`config.mk`:
```
export PLATFORM = sky130hd
export DESIGN_NAME = frt_cell
export DESIGN_NICKNAME = d
export VERILOG_FILES = /design/src/design/frt_pkg.sv /design/src/design/frt_cell.sv
export SDC_FILE = /design/constraint.sdc
export NUM_CORES = 1
export LEC_CHECK = 0
export BUFFER_PORTS_ARGS = -buffer_cell sky130_fd_sc_hd__buf_2
export CAP_MARGIN = 20
export CORE_AREA = 8 8 211 213
export CTS_CLUSTER_SIZE = 8
export DETAILED_ROUTE_END_ITERATION = 7
export DIE_AREA = 0 0 219 221
export PLACE_DENSITY = 0.68
export SYNTH_ARGS = -nofsm -noshare
export SYNTH_HDL_FRONTEND = slang
export SYNTH_SLANG_ARGS = --single-unit
```
`constraint.sdc`:
```
create_clock -name clk_i -period 7.2 [get_ports clk_i]
set_clock_uncertainty 0.15 [all_clocks]
set_input_delay 1.44 -clock clk_i [delete_from_list [all_inputs] [get_ports clk_i]]
set_output_delay 1.44 -clock clk_i [all_outputs]
set_load 0.01 [all_outputs]
```
`src/design/frt_pkg.sv`:
```
// ----------------------------------------------------------------------------
// frt_pkg: forward retry tracker shared definitions
// Table size, field widths, register and command codes, chain word types.
// ----------------------------------------------------------------------------
package frt_pkg;

  localparam int TABLE_ENTRIES = 16;
  localparam int IDX_W         = (TABLE_ENTRIES > 1) ? $clog2(TABLE_ENTRIES) : 1;

  localparam int ADDR_W   = 64;
  localparam int TIME_W   = 32;
  localparam int CNT_W    = 8;
  localparam int CFG_IDX_W  = 8;
  localparam int CFG_DATA_W = 32;

  localparam logic [TIME_W-1:0] RETRY_DELAY_RST = TIME_W'(1000);
  localparam logic [CNT_W-1:0]  MAX_RETRIES_RST = CNT_W'(3);

  localparam logic [CFG_IDX_W-1:0] REG_RETRY_DELAY = CFG_IDX_W'(0);
  localparam logic [CFG_IDX_W-1:0] REG_MAX_RETRIES = CFG_IDX_W'(1);

  localparam logic CMD_ATTEMPT = 1'b0;
  localparam logic CMD_REMOVE  = 1'b1;

  // word walking down the cell chain
  typedef struct packed {
    logic              valid;
    logic              cmd;
    logic [ADDR_W-1:0] addr_hi;
    logic [ADDR_W-1:0] addr_lo;
    logic [TIME_W-1:0] now;
    logic              hit;
    logic              fwd;
    logic              drop;
    logic              tracked;
    logic              free_seen;
    logic [IDX_W-1:0]  free_idx;
  } token_t;

  // new-entry write broadcast to all cells
  typedef struct packed {
    logic              valid;
    logic [IDX_W-1:0]  idx;
    logic [ADDR_W-1:0] addr_hi;
    logic [ADDR_W-1:0] addr_lo;
    logic [TIME_W-1:0] now;
  } ins_t;

  typedef struct packed {
    logic forward_now;
    logic drop_stored;
    logic is_tracked;
  } res_t;

endpackage

```
`src/design/frt_cell.sv`:
```
// ----------------------------------------------------------------------------
// frt_cell: one table slot
// Holds one entry, checks the passing word against it and hands it on.
// ----------------------------------------------------------------------------
module frt_cell import frt_pkg::*; (
  input  logic              clk_i,
  input  logic              rst_ni,
  input  logic [IDX_W-1:0]  cell_idx_i,
  input  logic [TIME_W-1:0] retry_delay_i,
  input  logic [CNT_W-1:0]  max_retries_i,
  input  ins_t              ins_i,
  input  token_t            tok_i,
  output token_t            tok_o
);

  logic              vld_q, vld_d;
  logic [ADDR_W-1:0] hi_q, hi_d, lo_q, lo_d;
  logic [TIME_W-1:0] time_q, time_d;
  logic [CNT_W-1:0]  cnt_q, cnt_d;
  logic              tvld_q;
  token_t            tok_q, tok_d;

  logic              match;
  logic [TIME_W-1:0] elapsed;

  assign match   = tok_i.valid && vld_q && (hi_q == tok_i.addr_hi) && (lo_q == tok_i.addr_lo);
  assign elapsed = tok_i.now - time_q;

  always_comb begin
    vld_d  = vld_q;
    hi_d   = hi_q;
    lo_d   = lo_q;
    time_d = time_q;
    cnt_d  = cnt_q;
    tok_d  = tok_i;
    if (match) begin
      tok_d.hit     = 1'b1;
      tok_d.fwd     = 1'b0;
      tok_d.drop    = 1'b0;
      tok_d.tracked = 1'b0;
      if (tok_i.cmd == CMD_REMOVE) begin
        vld_d = 1'b0;
      end else if (elapsed >= retry_delay_i) begin
        if (cnt_q >= max_retries_i) begin
          vld_d        = 1'b0;
          tok_d.drop   = 1'b1;
        end else begin
          time_d        = tok_i.now;
          cnt_d         = cnt_q + CNT_W'(1);
          tok_d.fwd     = 1'b1;
          tok_d.tracked = 1'b1;
        end
      end else begin
        tok_d.tracked = 1'b1;
      end
    end else if (tok_i.valid && !vld_q && !tok_i.free_seen) begin
      tok_d.free_seen = 1'b1;
      tok_d.free_idx  = cell_idx_i;
    end
    // new entry claimed at the end of a missed lookup
    if (ins_i.valid && (ins_i.idx == cell_idx_i)) begin
      vld_d  = 1'b1;
      hi_d   = ins_i.addr_hi;
      lo_d   = ins_i.addr_lo;
      time_d = ins_i.now;
      cnt_d  = CNT_W'(1);
    end
  end

  always_ff @(posedge clk_i or negedge rst_ni) begin
    if (!rst_ni) begin
      vld_q  <= 1'b0;
      tvld_q <= 1'b0;
    end else begin
      vld_q  <= vld_d;
      tvld_q <= tok_i.valid;
    end
  end

  always_ff @(posedge clk_i) begin
    hi_q   <= hi_d;
    lo_q   <= lo_d;
    time_q <= time_d;
    cnt_q  <= cnt_d;
    tok_q  <= tok_d;
  end

  always_comb begin
    tok_o       = tok_q;
    tok_o.valid = tvld_q;
  end

endmodule

```
# --- Yosys cells after proc, flatten, opt, wreduce, memory -nomap -nowiden ---
# Cells that the tools add are included.
word_totals:
  out_inout_bits: 171
  input_bits: 382
  register_bits: 340
  wordCells: 60
op_classes:
  n_mux: 18
  bitwise_logic: 2
  reduce_logical: 15
  add_sub_neg: 2
  eq_ne: 5
  magnitude_cmp: 2
ops:
  columns: ["op", "count"]
  rows:
  - ["32-bit two-way mux", 5]
  - ["64-bit == test", 2]
  - ["32-bit greater-or-equal comparator", 1]
  - ["32-bit subtractor", 1]
  - ["5-bit two-way mux", 2]
  - ["8-bit by 1-bit adder with 8-bit output, second input constant", 1]
  - ["8-bit greater-or-equal comparator", 1]
  - ["1-bit two-way mux", 8]
  - ["4-bit AND reduction", 2]
  - ["1-bit logical AND", 6]
  - ["3-bit two-way mux", 2]
  - ["3-bit nonzero test", 2]
  - ["4-bit == test", 1]
  - ["2-bit by 1-bit inequality test with 1-bit output, second input constant", 2]
  - ["2-bit nonzero test", 2]
  - ["3-bit AND reduction", 1]
  - ["1-bit zero test", 2]
  - ["2-bit two-way mux", 1]
  - ["1-bit inverter", 2]

# --- Logic depth before layout (Yosys ltp) ---
depth:
  word_depth: 6
  mapped_depth: 25
  mapped_depth_nobuf: 25

# --- Worst setup path before layout ---
# Ideal clock, no wire load.
synth_path:
  path_type: "input to register"
  from: "input port cell_idx_i[2]"
  to: "register time_q[0], enable pin"
  n_path_buf: 1
  setup_ps: 390
  arrival_time_ps: 7338
  required_ps: 6660
  setup_slack_ps: -677
  cell_stages: 5
  path_cell_list: "xor2_1 -> nor4_1 -> clkbuf_1 -> inv_1 -> nand2_1"
synth_via:
  elab_chain_cells: 4
  elab_cells_between_ends: 7
  classes_between: "eq/ne (3); reduce/logical (4)"
synth_rtl:
  columns: ["element", "line_no", "source"]
  rows:
  - ["from (decl)", "frt_cell.sv:8", "input logic [IDX_W-1:0] cell_idx_i,"]
  - ["4-bit == test *", "frt_cell.sv:61", "if (ins_i.valid && (ins_i.idx == cell_idx_i)) begin"]
  - ["1-bit logical AND *", "frt_cell.sv:61", null]
  - ["2-bit by 1-bit inequality test with 1-bit output (no line) / 2-bit nonzero test (equally long branches)", null, null]
  - ["4-bit AND reduction (no line) *", null, null]
  - ["to (signal assigned)", "frt_cell.sv:83", "time_q <= time_d;"]
  - ["to (decl)", "frt_cell.sv:18", "logic [TIME_W-1:0] time_q, time_d;"]
# Every way passes the cells marked *; elsewhere a longest branch is shown, timed or not.
# A chain may end at the register's enable or synchronous reset.

# --- Worst setup path after layout ---
layout_path:
  from: "input port tok_i[9] in the netlist's numbering"
  to: "register time_q[30], enable pin"
layout_via:
  elab_chain_cells: 4
layout_rtl:
  columns: ["element", "line_no", "source"]
  rows:
  - ["from (decl)", "frt_cell.sv:12", "input token_t tok_i,"]
  - ["32-bit subtractor", "frt_cell.sv:27", "assign elapsed = tok_i.now - time_q;"]
  - ["32-bit greater-or-equal comparator", "frt_cell.sv:43", "end else if (elapsed >= retry_delay_i) begin"]
  - ["2-bit nonzero test (no line)", null, null]
  - ["4-bit AND reduction (no line)", null, null]
# Every way passes these cells.

==> flow_summary_export.csv <==
group,metric,value,unit
placement,io_buffers,552,
synthesis,synth_cell_type_count,62,
worst_setup_path,path_class,"input port to flop",
drt,drcViolationCount,0,
synthesis,synth_area_leaders,"edfxtp_1 (34%), dfxtp_1 (26%), ha_1 (6.5%)",
worst_hold_path,min_path_type,"flop to flop",
drt,ant_nets,0,
synthesis,syn_inst,1114,
clock_network,postCtsSetupBuffers,0,
synthesis,ys.flop_type,"dfxtp_1",
sta,setup_ws,0.840,ns
synthesis,yosysMostFrequentCell,"dfxtp_1",
worst_setup_path,slowest_stage,"a211oi_1",
sta,tns,0,ns
worst_setup_path,crit_buf_inv,5,
clock_network,hold_buffers,0,
global_route,grt.overflow.total,0,
sta,min_period_over_period,88.3,%
worst_setup_path,slowest_delay,0.43,ns
worst_setup_path,start_kind,"input port",
sta,worst_slew_pin_slew,1.38,ns
global_route,grt_pass1_wl,68900,um
sta,drv_slew,0,
worst_setup_path,crit_end,"time_q[30]$_DFFE_PP_",
worst_setup_path,cp.arrival,6.50,ns
worst_setup_path,crit_path_max_fanout,23,
worst_setup_path,worstReg2RegEnd,"time_q[30]$_DFFE_PP_",
worst_setup_path,crit_required,7.34,ns
pwr,p_per_area,259,mW/mm^2
clock_network,path_clk_slew,0.05,ns
worst_setup_path,path_delay_family,"compound AO/OA/AOI/OAI gates",
synthesis,yosysWarnings,0,
placement,post-place-cells,2202,
drt,drt-wirelength-per-cell,20.2,um
clock_network,cts_resized,0,
placement,dpl.hpwl,38500,um
clock_network,cts_made_buffers,49,
die,initial_core_util,33.7,%
pwr,power,4.89,mW
final_layout,nNetsFinal,2169,
global_route,grt_pass1_vias,11900,
clock_network,cts_htree_levels,2,
global_route,grt_antenna_before_repair,12,
global_route,grt_max_degree,171,
final_layout,drive_gt1_share,37.6,%
final_layout,fillers,3827,
placement,place.gp.congestion,0.888,
drt,wl,46500,um
clock_network,cts_tree,"done",
die,dieHeight,221,um
global_route,grt_usage,18.5,%
clock_network,cts_root_buf,"clkbuf_16",
die,io_pins,553,
drt,drtIter0Drc,739,
worst_setup_path,crit_cells,25,
synthesis,synth_enable_flop_cells,160,
worst_setup_path,crit_top_cell,"nand2_1",
clock_network,clockBufferDepth,3,
final_layout,instances_no_fill,2301,
synthesis,synth.top_cell.area_share,34.5,%
synthesis,yosysSeqAreaShare,60.4,%
worst_setup_path,critical_path.reg2reg.startpoint,"time_q[0]$_DFFE_PP_",
drt,vias,10800,
placement,dpl_worst_slack,0.290,ns
job,maxCapViolations,0,
pwr,peakVddDrop,0.218,mV
drt,dr.pass1.iters,5,
sta,slew-limit-headroom,8.18,%
sta,max_freq,0.157,GHz
sta,finalCriticalPeriod,6.36,ns
die,core,0.0413,mm^2
synthesis,synth_seq_cells,340,
synthesis,synth_top_area_cell,"edfxtp_1",
die,rows,75,
pwr,leakage,8.53,nW
sta,hold_viol,0,
synthesis,netlist_area,0.0139,mm^2
die,die_x,219,um
worst_setup_path,ff2ff_setup_slack,1.58,ns
synthesis,syn_avg_cell_area,12.5,um^2
sta,setup_viol,0,
clock_network,numClockSinks,340,
outcome,status,"finished, final reports clean",
worst_setup_path,r2r_cells,23,
final_layout,syn_to_final_growth,35.5,%
worst_setup_path,end_kind,"flop",
worst_setup_path,startpoint,"tok_i[9]",
sta,rsz0062_at_grt,"no",
synthesis,synth_fp_nets,1569,
die,dieArea,0.0484,mm^2
drt,vias_per_cell,4.71,
synthesis,synth_common_cells,"dfxtp_1 (178), edfxtp_1 (160), inv_1 (103), xor2_1 (86), ha_1 (72)",
synthesis,synthArstFlopShare,0.588,%
clock_network,clk-insertion-delay-late,0.57,ns
## final cells by class
class | instances | area (um^2) | area share (%)
Sequential cell | 340 | 8420 | 44.6
Multi-Input combinational cell | 663 | 5100 | 27.0
Timing Repair Buffer | 557 | 2810 | 14.9
Clock buffer | 87 | 1400 | 7.41
Tap cell | 539 | 674 | 3.57
Inverter | 103 | 387 | 2.05
Clock inverter | 4 | 71.3 | 0.378
Antenna cell | 8 | 20.0 | 0.106
## flip-flops by register name, summed over array words and instances, names as in the netlist
signal,cells
lo_q,64
hi_q,64
cnt_q,8
tvld_q,1
tok_o,170
time_q,32
vld_q,1
## where the power goes
| group | leakage, nW | internal, mW | switching (mW) | total, mW |
|---|---|---|---|---|
| logic | 4.86 | 0.271 | 0.321 | 0.591 |
| registers | 2.97 | 2.12 | 0.0309 | 2.15 |
| clock network | 0.698 | 1.31 | 0.837 | 2.15 |
## placed cells by master, fill, tap and decap left out, types with 10 or more instances in the layout
| cell | count |
|---|---|
| dfxtp_1 | 178 |
| edfxtp_1 | 160 |
| xnor2_1 | 34 |
| nor2b_1 | 70 |
| xor2_1 | 86 |
| nand4_1 | 26 |
| buf_2 | 552 |
| clkbuf_16 | 50 |
| mux2_2 | 35 |
| a2111oi_0 | 10 |
| a21o_1 | 29 |
| a21oi_1 | 40 |
| o21ai_0 | 17 |
| nor4_1 | 54 |
| nand3_1 | 14 |
| o21bai_1 | 11 |
| ha_1 | 72 |
| inv_1 | 103 |
| nand2b_1 | 13 |
| clkbuf_1 | 36 |
| and3_1 | 13 |
| nor3_1 | 12 |
| nand2_1 | 27 |
| nor2_1 | 28 |
## logic make-up after synthesis
family / synth area share [%]
muxes: 2.83
and+or+nand+nor: 12.5
DFF: 60.4
buffers and inverters: 3.02
AOI/OAI and AO/OA: 7.09
adders and majority gates: 6.61
xor gates and xnor gates: 7.54
## worst register-to-register path, stage by stage (launching register included)
cell,delay (ns)
edfxtp_1,0.32
ha_1,0.17
inv_1,0.06
fa_1,0.41
a211oi_1,0.27
o21bai_1,0.16
a211oi_1,0.43
o21ai_1,0.19
nand2_1,0.15
nand2_1,0.09
a41o_1,0.32
a211o_1,0.31
a21oi_1,0.18
xnor2_1,0.14
ha_1,0.26
a21o_1,0.16
a21oi_1,0.13
o21ai_0,0.10
a221oi_1,0.30
buf_4,0.18
o31a_1,0.33
or3_4,0.22
nand2_1,0.07
buf_4,0.24
## through the flow
step | hold WS (ns) | util (%) | instance area [um^2]
final | 0.348 | 45.7 | 18900
after global routing | 0.378 | 45.7 | 18900
after CTS | 0.352 | 45.7 | 18900
after detailed placement | 0.337 | 42.1 | 17400
after global placement | 0.337 | 42.1 | 17400
after floorplan | 0.313 | - | 13900
## layer usage
layer	global-route usage, %	up-vias	wire length (um)
met4	6.85	8	1330
met5	0	-	47
met1	20.7	5069	18000
met2	32.4	407	23500
li1	-	5257	-
met3	5.95	90	3720
## worst min path at each step
stage | slack, ns | cells past startpoint | end | from
final | 0.35 | 1 | vld_q$_DFFE_PN0P_ | vld_q$_DFFE_PN0P_
after global routing | 0.38 | 1 | vld_q$_DFFE_PN0P_ | vld_q$_DFFE_PN0P_
after CTS | 0.35 | 1 | vld_q$_DFFE_PN0P_ | vld_q$_DFFE_PN0P_
after detailed placement | 0.34 | 1 | vld_q$_DFFE_PN0P_ | vld_q$_DFFE_PN0P_
after global placement | 0.34 | 1 | vld_q$_DFFE_PN0P_ | vld_q$_DFFE_PN0P_
after floorplan | 0.31 | 1 | vld_q$_DFFE_PN0P_ | vld_q$_DFFE_PN0P_
Power figures use the tool's default switching activity.
