**src/design/frt_pkg.sv**
```systemverilog
// ----------------------------------------------------------------------------
// frt_pkg: forward retry tracker shared definitions
// Table size, field widths, register and command codes, chain word types.
// ----------------------------------------------------------------------------
package frt_pkg;

  localparam int TABLE_ENTRIES = 16;
  localparam int IDX_W         = (TABLE_ENTRIES > 1) ? $clog2(TABLE_ENTRIES) : 1;

  localparam int ADDR_W   = 64;
  localparam int TIME_W   = 32;
  localparam int CNT_W    = 8;
  localparam int CFG_IDX_W  = 8;
  localparam int CFG_DATA_W = 32;

  localparam logic [TIME_W-1:0] RETRY_DELAY_RST = TIME_W'(1000);
  localparam logic [CNT_W-1:0]  MAX_RETRIES_RST = CNT_W'(3);

  localparam logic [CFG_IDX_W-1:0] REG_RETRY_DELAY = CFG_IDX_W'(0);
  localparam logic [CFG_IDX_W-1:0] REG_MAX_RETRIES = CFG_IDX_W'(1);

  localparam logic CMD_ATTEMPT = 1'b0;
  localparam logic CMD_REMOVE  = 1'b1;

  // word walking down the cell chain
  typedef struct packed {
    logic              valid;
    logic              cmd;
    logic [ADDR_W-1:0] addr_hi;
    logic [ADDR_W-1:0] addr_lo;
    logic [TIME_W-1:0] now;
    logic              hit;
    logic              fwd;
    logic              drop;
    logic              tracked;
    logic              free_seen;
    logic [IDX_W-1:0]  free_idx;
  } token_t;

  // new-entry write broadcast to all cells
  typedef struct packed {
    logic              valid;
    logic [IDX_W-1:0]  idx;
    logic [ADDR_W-1:0] addr_hi;
    logic [ADDR_W-1:0] addr_lo;
    logic [TIME_W-1:0] now;
  } ins_t;

  typedef struct packed {
    logic forward_now;
    logic drop_stored;
    logic is_tracked;
  } res_t;

endpackage

```
**src/design/frt_rsp_if.sv**
```systemverilog
// ----------------------------------------------------------------------------
// frt_rsp_if: result channel
// Valid/ready channel carrying one result word per command.
// ----------------------------------------------------------------------------
interface frt_rsp_if import frt_pkg::*; ();
  logic valid;
  logic ready;
  logic forward_now;
  logic drop_stored;
  logic is_tracked;

  modport source (output valid, forward_now, drop_stored, is_tracked, input ready);
  modport sink   (input valid, forward_now, drop_stored, is_tracked, output ready);
endinterface

```
**src/design/frt_out_buf.sv**
```systemverilog
// ----------------------------------------------------------------------------
// frt_out_buf: result output register with skid slot
// Keeps finished results while the result channel stalls.
// ----------------------------------------------------------------------------
module frt_out_buf import frt_pkg::*; (
  input  logic          clk_i,
  input  logic          rst_ni,
  input  logic          push_i,
  input  res_t          data_i,
  output logic          full_o,
  frt_rsp_if.source     rsp
);

  logic out_vld_q, out_vld_d, skid_vld_q, skid_vld_d;
  res_t out_q, out_d, skid_q, skid_d;
  logic pop;

  assign pop = out_vld_q && rsp.ready;

  always_comb begin
    out_vld_d  = out_vld_q;
    skid_vld_d = skid_vld_q;
    out_d      = out_q;
    skid_d     = skid_q;
    if (skid_vld_q) begin
      if (pop) begin
        out_d      = skid_q;
        skid_vld_d = push_i;
        skid_d     = data_i;
      end
    end else if (push_i) begin
      if (!out_vld_q || pop) begin
        out_d     = data_i;
        out_vld_d = 1'b1;
      end else begin
        skid_d     = data_i;
        skid_vld_d = 1'b1;
      end
    end else if (pop) begin
      out_vld_d = 1'b0;
    end
  end

  always_ff @(posedge clk_i or negedge rst_ni) begin
    if (!rst_ni) begin
      out_vld_q  <= 1'b0;
      skid_vld_q <= 1'b0;
    end else begin
      out_vld_q  <= out_vld_d;
      skid_vld_q <= skid_vld_d;
    end
  end

  always_ff @(posedge clk_i) begin
    out_q  <= out_d;
    skid_q <= skid_d;
  end

  assign full_o          = skid_vld_q;
  assign rsp.valid       = out_vld_q;
  assign rsp.forward_now = out_q.forward_now;
  assign rsp.drop_stored = out_q.drop_stored;
  assign rsp.is_tracked  = out_q.is_tracked;

endmodule

```
**src/flat_wrapper.sv**
```systemverilog
// flat-port wrapper written by rule: the top's interface ports become plain ports
module frt_out_buf_flat import frt_pkg::*;
  (clk_i, rst_ni, push_i, data_i, full_o, rsp_valid, rsp_forward_now, rsp_drop_stored, rsp_is_tracked, rsp_ready);
  frt_rsp_if rsp_i ();
  input  logic clk_i;
  input  logic rst_ni;
  input  logic push_i;
  input  res_t data_i;
  output logic full_o;
  output wire logic [$bits(rsp_i.valid)-1:0] rsp_valid;
  output wire logic [$bits(rsp_i.forward_now)-1:0] rsp_forward_now;
  output wire logic [$bits(rsp_i.drop_stored)-1:0] rsp_drop_stored;
  output wire logic [$bits(rsp_i.is_tracked)-1:0] rsp_is_tracked;
  input wire logic [$bits(rsp_i.ready)-1:0] rsp_ready;
  assign rsp_valid = rsp_i.valid;
  assign rsp_forward_now = rsp_i.forward_now;
  assign rsp_drop_stored = rsp_i.drop_stored;
  assign rsp_is_tracked = rsp_i.is_tracked;
  assign rsp_i.ready = rsp_ready;
  frt_out_buf u_core (.clk_i(clk_i), .rst_ni(rst_ni), .push_i(push_i), .data_i(data_i), .full_o(full_o), .rsp(rsp_i));
endmodule
```
**config.mk**
```make
export PLATFORM = sky130hd
export DESIGN_NAME = frt_out_buf_flat
export DESIGN_NICKNAME = d
export VERILOG_FILES = /design/src/design/frt_pkg.sv /design/src/design/frt_rsp_if.sv /design/src/design/frt_out_buf.sv /design/src/flat_wrapper.sv
export SDC_FILE = /design/constraint.sdc
export NUM_CORES = 1
export LEC_CHECK = 0
export BUFFER_PORTS_ARGS = -buffer_cell sky130_fd_sc_hd__buf_2
export CAP_MARGIN = 20
export CORE_AREA = 4 4 41 43
export DETAILED_ROUTE_END_ITERATION = 8
export DIE_AREA = 0 0 45 47
export PLACE_DENSITY = 0.53
export SLEW_MARGIN = 40
export SYNTH_ARGS = -nofsm -noshare
export SYNTH_HDL_FRONTEND = slang
export SYNTH_SLANG_ARGS = --single-unit
```
**constraint.sdc**
```tcl
create_clock -name clk_i -period 1.1 [get_ports clk_i]
set_clock_uncertainty 0.05 [all_clocks]
set_input_delay 0.22 -clock clk_i [delete_from_list [all_inputs] [get_ports clk_i]]
set_output_delay 0.22 -clock clk_i [all_outputs]
set_load 0.01 [all_outputs]
```
-- After elaboration in Yosys (flattened, before gate mapping)
Index checks and enable logic that the tools add are counted.
Widths: inputs -> output; s select.
- bitwise operators: 1
- multiplexer cells: 15
- shifts and indexed selects: 0
- add/subtract/negate cells: 0
- eq/ne operators: 3
- magnitude comparators: 0
- reductions and logical operators: 9
- $mul: 0
- divide/modulo/power cells: 0
- operators by type and width (operator ; number):
    $mux 3 ; 8
    $reduce_and 3->1 ; 3
    $mux 1 ; 7
    $reduce_bool 2->1 ; 3
    $ne 2x1->1 const B ; 2
    $ne 2x2->1 const B ; 1
    $logic_and 1x1->1 ; 1
    $logic_not 1->1 ; 1
    $logic_or 1x1->1 ; 1
    $not 1->1 ; 1
- flip-flop bits (word level): 8
- output and inout port bits: 5
- memories: 0
- RAM bits: 0
- input port bits: 7
- memory bits (read-only): 0
- bits in latches: 0
- logic and storage cells: 36

-- Logic depth before layout (Yosys ltp)
Gate-level depths: netlist of run 1.
- word-level depth: 5
- mapped depth: 4

-- Worst setup path before layout of run 1
Ideal clock, no wire load.
- path kind: register -> register
- start point: register u_core.skid_vld_q, in the netlist u_core.full_o
- end point: register u_core.skid_q[0] (netlist bit) (enable)
- setup slack: -0.195 ns
- setup time: 0.303 ns
- data arrival time: 0.942 ns
- cell stages (with the launch flop): 5
- buffers on the path: 1
- clock period less this slack: 1.295 ns
- data required time: 0.747 ns
- cells stage by stage: dfrtp_1 > buf_6 > nand2b_4 > o21ai_2 > and2_1
- cells in the longest elaborated chain, start to end: 2
- elaborated cells on any way between the ends: 4
- RTL lines (element ; RTL line ; RTL):
    from (decl) ; frt_out_buf.sv:14 ; logic out_vld_q, out_vld_d, skid_vld_q, skid_vld_d;
    from (signal assigned) ; frt_out_buf.sv:50 ; skid_vld_q <= skid_vld_d;
    $ne 2x2->1 (no source line) (tied with other cells) ; - ;
    $reduce_and 3->1 (no source line) (*) ; - ;
    to (signal assigned) ; frt_out_buf.sv:56 ; skid_q <= skid_d;
    to (decl) ; frt_out_buf.sv:15 ; res_t out_q, out_d, skid_q, skid_d;
Mark *: on every way between the ends. The rest lies on a longest branch, timed or not.
A chain may end at the register's enable or synchronous reset.

-- Worst setup path in the final report of run 1
- start point: register u_core.skid_vld_q, in the netlist u_core.full_o
- end point: register u_core.skid_q[2] (netlist bit) (enable)
The elaborated chain is that of the path after synthesis.

==> flow_summary_export.csv, run 1 <==
group,metric,value,unit
worst_setup_path,crit_required,1.02,ns
clock_tree,clk_pin_slew_worst_paths,0.06,ns
yosys,synth_edf_count,6,
worst_setup_path,r2r_end,"u_core.skid_q[2]",
yosys,ys_ff_latch,8,
global_route,grt_max_degree,6,
worst_setup_path,critPathLaunchType,"register",
timing,fin_hold_ws,0.1037,ns
layout,syn_to_final_growth,46.26,%
yosys,synth_cells,26,
power,seqPwrFrac,41.1,%
yosys,synth_compound_area_share,6.762,%
status,status,"finished with violations",
detailed_routing,drt_iter0_drc,6,
yosys,synth_top_area_share,51.25,%
yosys,synthMuxAreaShare,9.609,%
clock_tree,cts_buffers,3,
timing,rsz0062_at_grt,"yes",
yosys,post-synth-top-count-cell,"edfxtp_1",
layout,final_area,514.2,um^2
yosys,synthXorXnorAreaFrac,0,%
place,place_area,439.2,um^2
yosys,synth_ff_type,"edfxtp_1",
detailed_routing,wl,718,um
worst_setup_path,cp.arrival,1.12,ns
yosys,synthSimpleGateAreaFrac,13.88,%
yosys,synth_largest_area_cell,"edfxtp_1",
yosys,synth_top_family_by_area,"simple AND/OR/NAND/NOR gates",
timing,fin_crit,1.201,ns
clock_tree,clock_path_buffers,2,
timing,final.period_utilization,109.1,%
worst_setup_path,path_buf_inv,0,
worst_setup_path,reg2reg_depth,3,
layout,n_fill_cell,137,
floorplan,core_area,1301,um^2
clock_tree,clk_latency,0.25,ns
detailed_routing,vias_per_cell,4.350,
power,clkPwrFrac,22.7,%
floorplan,die_x,45,um
floorplan,row_count,13,
detailed_routing,ant_nets,0,
worst_setup_path,cp_slowest_cell,"dfrtp_1",
yosys,ys_async_sr_fraction,25.00,%
detailed_routing,wire_per_inst,11.97,um
power,pwr-share-comb,36.3,%
worst_setup_path,r2r_start,"u_core.full_o",
yosys,yosys_warnings,0,
timing,setup_slack,-0.1006,ns
hold_path,hold_depth,1,
global_route,grt_use_total,8.713,%
clock_tree,root_buffer,"clkbuf_4",
detailed_routing,drt_first_pass_iters,4,
yosys,synth_area_leaders,"edfxtp_1, dfrtp_1, mux2_2",
hold_path,holdCritStartpoint,"data_i[0]",
floorplan,die_h,47,um
yosys,yosys-top-cells-count,"edfxtp_1, nand2_1, mux2_2",
yosys,syn_nets,33,
timing,fmax,832.9,MHz
worst_setup_path,cp_max_fo,4,
worst_setup_path,endpoint_kind,"register",
yosys,syn_avg_cell_area,13.52,um^2
place,routabilityCongestion,0.7932,
worst_setup_path,cpPeakStageDelay,0.42,ns
layout,drive_gt1_share,55.56,%
worst_setup_path,critPathKind,"reg2reg",
floorplan,die_area,2115,um^2
timing,relSlewSlack,80.13,%
clock_tree,cts_tree,"built",
power,power.density,2078,nW/um^2
global_route,grt-ovfl-total,0,
timing,worst_pin_slew,0.2974,ns
global_route,grt_pass1_wl,1214,um
power,peakVddDrop,0.8495,mV
status,violations,"setup timing",
place,dp_hpwl,587,um
worst_setup_path,crit_chain,"nand2b_4, o21ai_2, and2_4",
hold_path,holdPathEnd,"u_core.skid_q[0]",
yosys,synth_fa_ha_area_share,0,%
power,leakage,0.2204,nW
power,switching_power,304.4,uW
layout,antennaDiodeCount,0,
floorplan,ios,12,
yosys,netlist_area,351.6,um^2
yosys,synth.distinct_cells,13,
global_route,antenna_found_initial,0,
worst_setup_path,timing.reg2reg.setup_slack,-0.10,ns
power,internal-power,764.5,uW
run,max_cap_viol_count,0,
detailed_routing,vias,261,
power,switching_share,28.47,%
floorplan,start_util,27.02,%
yosys,seq_area_frac_synth,65.48,%
timing,setup_viol,11,
timing,tns,-0.6728,ns
timing,drv_slew,0,
clock_tree,clkSinkCount,8,
hold_path,worstHoldPathType,"in2reg",
detailed_routing,drc_errors,0,
place,portBuffers,11,
layout,num-nets-final,53,
global_route,first_global_vias,280,
clock_tree,htreeDepth,1,
timing,timing.final.hold_violations,0,
worst_setup_path,path_delay_family,"flip-flops",
## cells by family after synthesis
group / Yosys count
multiplexers: 3
flip-flops: 8
AO/OA/AOI/OAI: 4
AND/OR/NAND/NOR: 9
buffers and inverters: 2
## routing by layer
layer	part of all wire, %	vias to the layer above	track usage (%)
met1	33	124	7.294
met3	3.5	2	1.149
met4	3.8	0	10.53
met5	0	-	0
li1	-	129	-
met2	60	6	16.10
## cell type report
cell class | instances | area, um^2 | area share (%)
well taps | 15 | 18.77 | 3.650
inverters | 1 | 3.754 | 0.7299
clock buffers | 4 | 26.28 | 5.109
flip-flops and latches | 8 | 230.2 | 44.77
repair buffers | 16 | 115.1 | 22.38
multi-input cells | 16 | 120.1 | 23.36
## power by group through the flow
stage / Combinational (mW) / Clock (mW) / Sequential (mW)
after CTS: 0.391 / 0.250 / 0.441
after detailed placement: 0.305 / 0 / 0.443
after global routing: 0.419 / 0.263 / 0.448
final: 0.388 / 0.242 / 0.439
after global placement: 0.294 / 0 / 0.435
after floorplan: 0.160 / 0 / 0.467
## cell usage in the layout (no fill, tap or decap)
| master | Yosys | routed |
|---|---|---|
| clkbuf_1 | 0 | 1 |
| buf_6 | 1 | 4 |
| dfrtp_1 | 2 | 2 |
| mux2_2 | 3 | 3 |
| buf_2 | 0 | 9 |
| and2_4 | 0 | 1 |
| nor2b_1 | 1 | 1 |
| nand2b_4 | 1 | 1 |
| a21oi_1 | 2 | 1 |
| o21ai_2 | 1 | 1 |
| nor2_1 | 2 | 2 |
| buf_4 | 0 | 2 |
| nand2_1 | 4 | 4 |
| clkbuf_4 | 0 | 3 |
| dlygate4sd3_1 | 0 | 1 |
| inv_1 | 1 | 1 |
| a21oi_4 | 0 | 1 |
| edfxtp_1 | 6 | 6 |
| o21ai_0 | 1 | 1 |
## worst max-delay path by stage
stage                     cells past startpoint  slack, ns                      to           from
after floorplan                               3      -0.18  u_core.rsp.drop_stored  u_core.full_o
after global placement                        2      -0.05  u_core.rsp.drop_stored  u_core.full_o
after detailed placement                      2      -0.12  u_core.rsp.forward_now  u_core.full_o
after CTS                                     2      -0.11                  full_o  u_core.full_o
after global routing                          2      -0.14                  full_o  u_core.full_o
final                                         3      -0.10        u_core.skid_q[2]  u_core.full_o
## worst reg2reg max path, stage by stage, from the launching register on
cell and delay (ns):
dfrtp_1 0.42, nand2b_4 0.18, o21ai_2 0.10, and2_4 0.16
## state kept, by name, indices dropped and copies added, names as in the netlist
signal and cells:
u_core.rsp.is_tracked 1, u_core.full_o 1, u_core.skid_q 3, u_core.rsp.valid 1, u_core.rsp.drop_stored 1, u_core.rsp.forward_now 1
## stage by stage
step,util (%),instances,total power [mW],setup WS (ns)
global route,39.52,60,1.130,-0.1428
floorplan,-,26,0.6264,-0.1792
detailed placement,33.75,54,0.7484,-0.1220
global placement,33.75,54,0.7290,-0.04763
finish,39.52,60,1.069,-0.1006
CTS,39.52,60,1.083,-0.1143
## what timing repair did
action                                  4_1_cts  5_1_grt
resized for setup                             6        0
hold endpoints to repair                      2        0
hold buffers                                  1        0
pin swaps                                     1        0
buffers inserted                              1        0
endpoints found under the setup margin       11       11
(Power assumes the default switching activity.)
==> run 2, diff against run 1 <==
--- a/config.mk
+++ b/config.mk
@@ -13,2 +13,3 @@
 export PLACE_DENSITY = 0.53
+export REMOVE_ABC_BUFFERS = 1
 export SLEW_MARGIN = 40
--- a/constraint.sdc
+++ b/constraint.sdc
@@ -4,2 +4,2 @@
 set_output_delay 0.22 -clock clk_i [all_outputs]
-set_load 0.01 [all_outputs]
+set_load 0.1 [all_outputs]
==> flow_summary_export.csv, run 2 (synthesis results as in run 1) <==
group,metric,value,unit
status,status,"finished with violations",
status,violations,"setup timing",
floorplan,ios,12,
layout,drive_gt1_share,66.67,%
detailed_routing,ant_nets,0,
layout,top_register,"u_core.skid_q",
floorplan,row_count,13,
worst_setup_path,cp_slowest_cell,"dfrtp_2",
floorplan,core_area,1301,um^2
worst_setup_path,timing.reg2reg.setup_slack,-0.12,ns
clock_tree,clkSinkCount,8,
global_route,grt_pass1_wl,1338,um
worst_setup_path,endpoint_kind,"primary output",
power,leakage,0.2651,nW
power,p_total,1.648,mW
place,portBuffers,11,
place,dp_cells,55,
timing,fmax,791.2,MHz
detailed_routing,wl,836,um
power,power.density,2661,nW/um^2
timing,timing.final.hold_violations,0,
timing,drv_slew,0,
timing,worst_pin_slew,0.2039,ns
global_route,antenna_found_initial,0,
layout,largest_reg_flops,3,
floorplan,die_x,45,um
worst_setup_path,cp_max_fo,5,
run,max_cap_viol_count,0,
clock_tree,cts_tree,"built",
place,routabilityCongestion,0.6337,
global_route,first_global_vias,338,
clock_tree,clk_latency,0.25,ns
detailed_routing,drc_errors,0,
clock_tree,cts_buffers,3,
layout,syn_to_final_growth,76.16,%
timing,final.period_utilization,114.9,%
worst_setup_path,critPathLaunchType,"register",
detailed_routing,wire_per_inst,13.27,um
hold_path,worstHoldPathType,"in2reg",
floorplan,die_area,2115,um^2
detailed_routing,vias_per_cell,4.365,
clock_tree,root_buffer,"clkbuf_4",
clock_tree,clock_path_buffers,2,
worst_setup_path,crit_chain,"buf_6, buf_12",
timing,relSlewSlack,86.34,%
floorplan,die_h,47,um
global_route,grt_use_total,9.672,%
detailed_routing,vias,275,
layout,num-nets-final,56,
timing,setup_viol,14,
layout,fin_cells,63,
worst_setup_path,cpPeakStageDelay,0.45,ns
layout,finalCoreUtilization,47.60,%
layout,antennaDiodeCount,0,
power,peakVddDrop,1.311,mV
timing,fin_hold_ws,0.1069,ns
worst_setup_path,critPathKind,"reg2out",
place,dp_hpwl,563.3,um
global_route,grt_max_degree,6,
global_route,grt-ovfl-total,0,
detailed_routing,drt_first_pass_iters,2,
worst_setup_path,crit_required,0.83,ns
clock_tree,clk_pin_slew_worst_paths,0.06,ns
timing,setup_slack,-0.1639,ns
layout,layout_common_cells,"buf_2, edfxtp_1, buf_12, buf_6",
timing,fin_crit,1.264,ns
floorplan,start_util,27.02,%
worst_setup_path,cp.arrival,0.99,ns
detailed_routing,drt_iter0_drc,2,
clock_tree,htreeDepth,1,
timing,rsz0062_at_grt,"yes",
==> run 2: final timing paths <==
kind | startpoint | cells past startpoint | endpoint
min | data_i[2] | 1 | u_core.skid_q[2]
max reg2reg | u_core.full_o | 3 | u_core.skid_q[2]
max | u_core.full_o | 2 | full_o
min reg2reg | u_core.skid_q[1] | 1 | u_core.rsp.drop_stored
max in group asynchronous | rst_ni | 2 | u_core.full_o
min in group asynchronous | rst_ni | 2 | u_core.full_o
==> run 2: layout make-up <==
class / instances / area (um^2)
fillers: 127 / 681.9
flip-flops and latches: 8 / 231.5
repair buffers: 19 / 207.7
inverters: 1 / 3.754
clock buffers: 4 / 26.28
well taps: 15 / 18.77
multi-input cells: 16 / 131.4
==> run 2: critical path: cells and delay by family (launching register included) <==
kind | cells | cell delay (ns)
buf+inv | 2 | 0.29
flops | 1 | 0.45
==> run 2: repair_timing <==
item	CTS	global route
pin swaps	1	0
setup endpoints to repair	14	16
cloned	0	0
gates resized for setup	9	4
endpoints found under the hold margin	2	0
setup buffers	3	1
hold buffers	1	0
==> run 2: where the power goes <==
part	internal (mW)	switching [mW]	leakage, nW
clock	0.139	0.110	0.0150
sequential	0.411	0.0570	0.0788
combinational	0.405	0.526	0.171
total	0.956	0.692	0.265
==> run 2: stage by stage <==
stage | instance area (um^2) | setup WS (ns) | TNS [ns]
finish | 619.3 | -0.1639 | -1.016
global placement | 519.2 | -0.08394 | -0.5813
global route | 619.3 | -0.1912 | -1.388
CTS | 603.1 | -0.1665 | -1.044
floorplan | 340.3 | -0.7585 | -7.603
detailed placement | 519.2 | -0.1146 | -0.7451
==> run 2: per-layer routing <==
metal | share of wire [%] | vias to the layer above | GRT usage [%] | wire length, um
li1 | - | 136 | - | -
met1 | 32 | 124 | 5.882 | 268
met2 | 57 | 13 | 20.90 | 478
met3 | 10 | 2 | 6.130 | 84
met4 | 0.48 | 0 | 3.509 | 4
met5 | 0 | - | 0 | 0
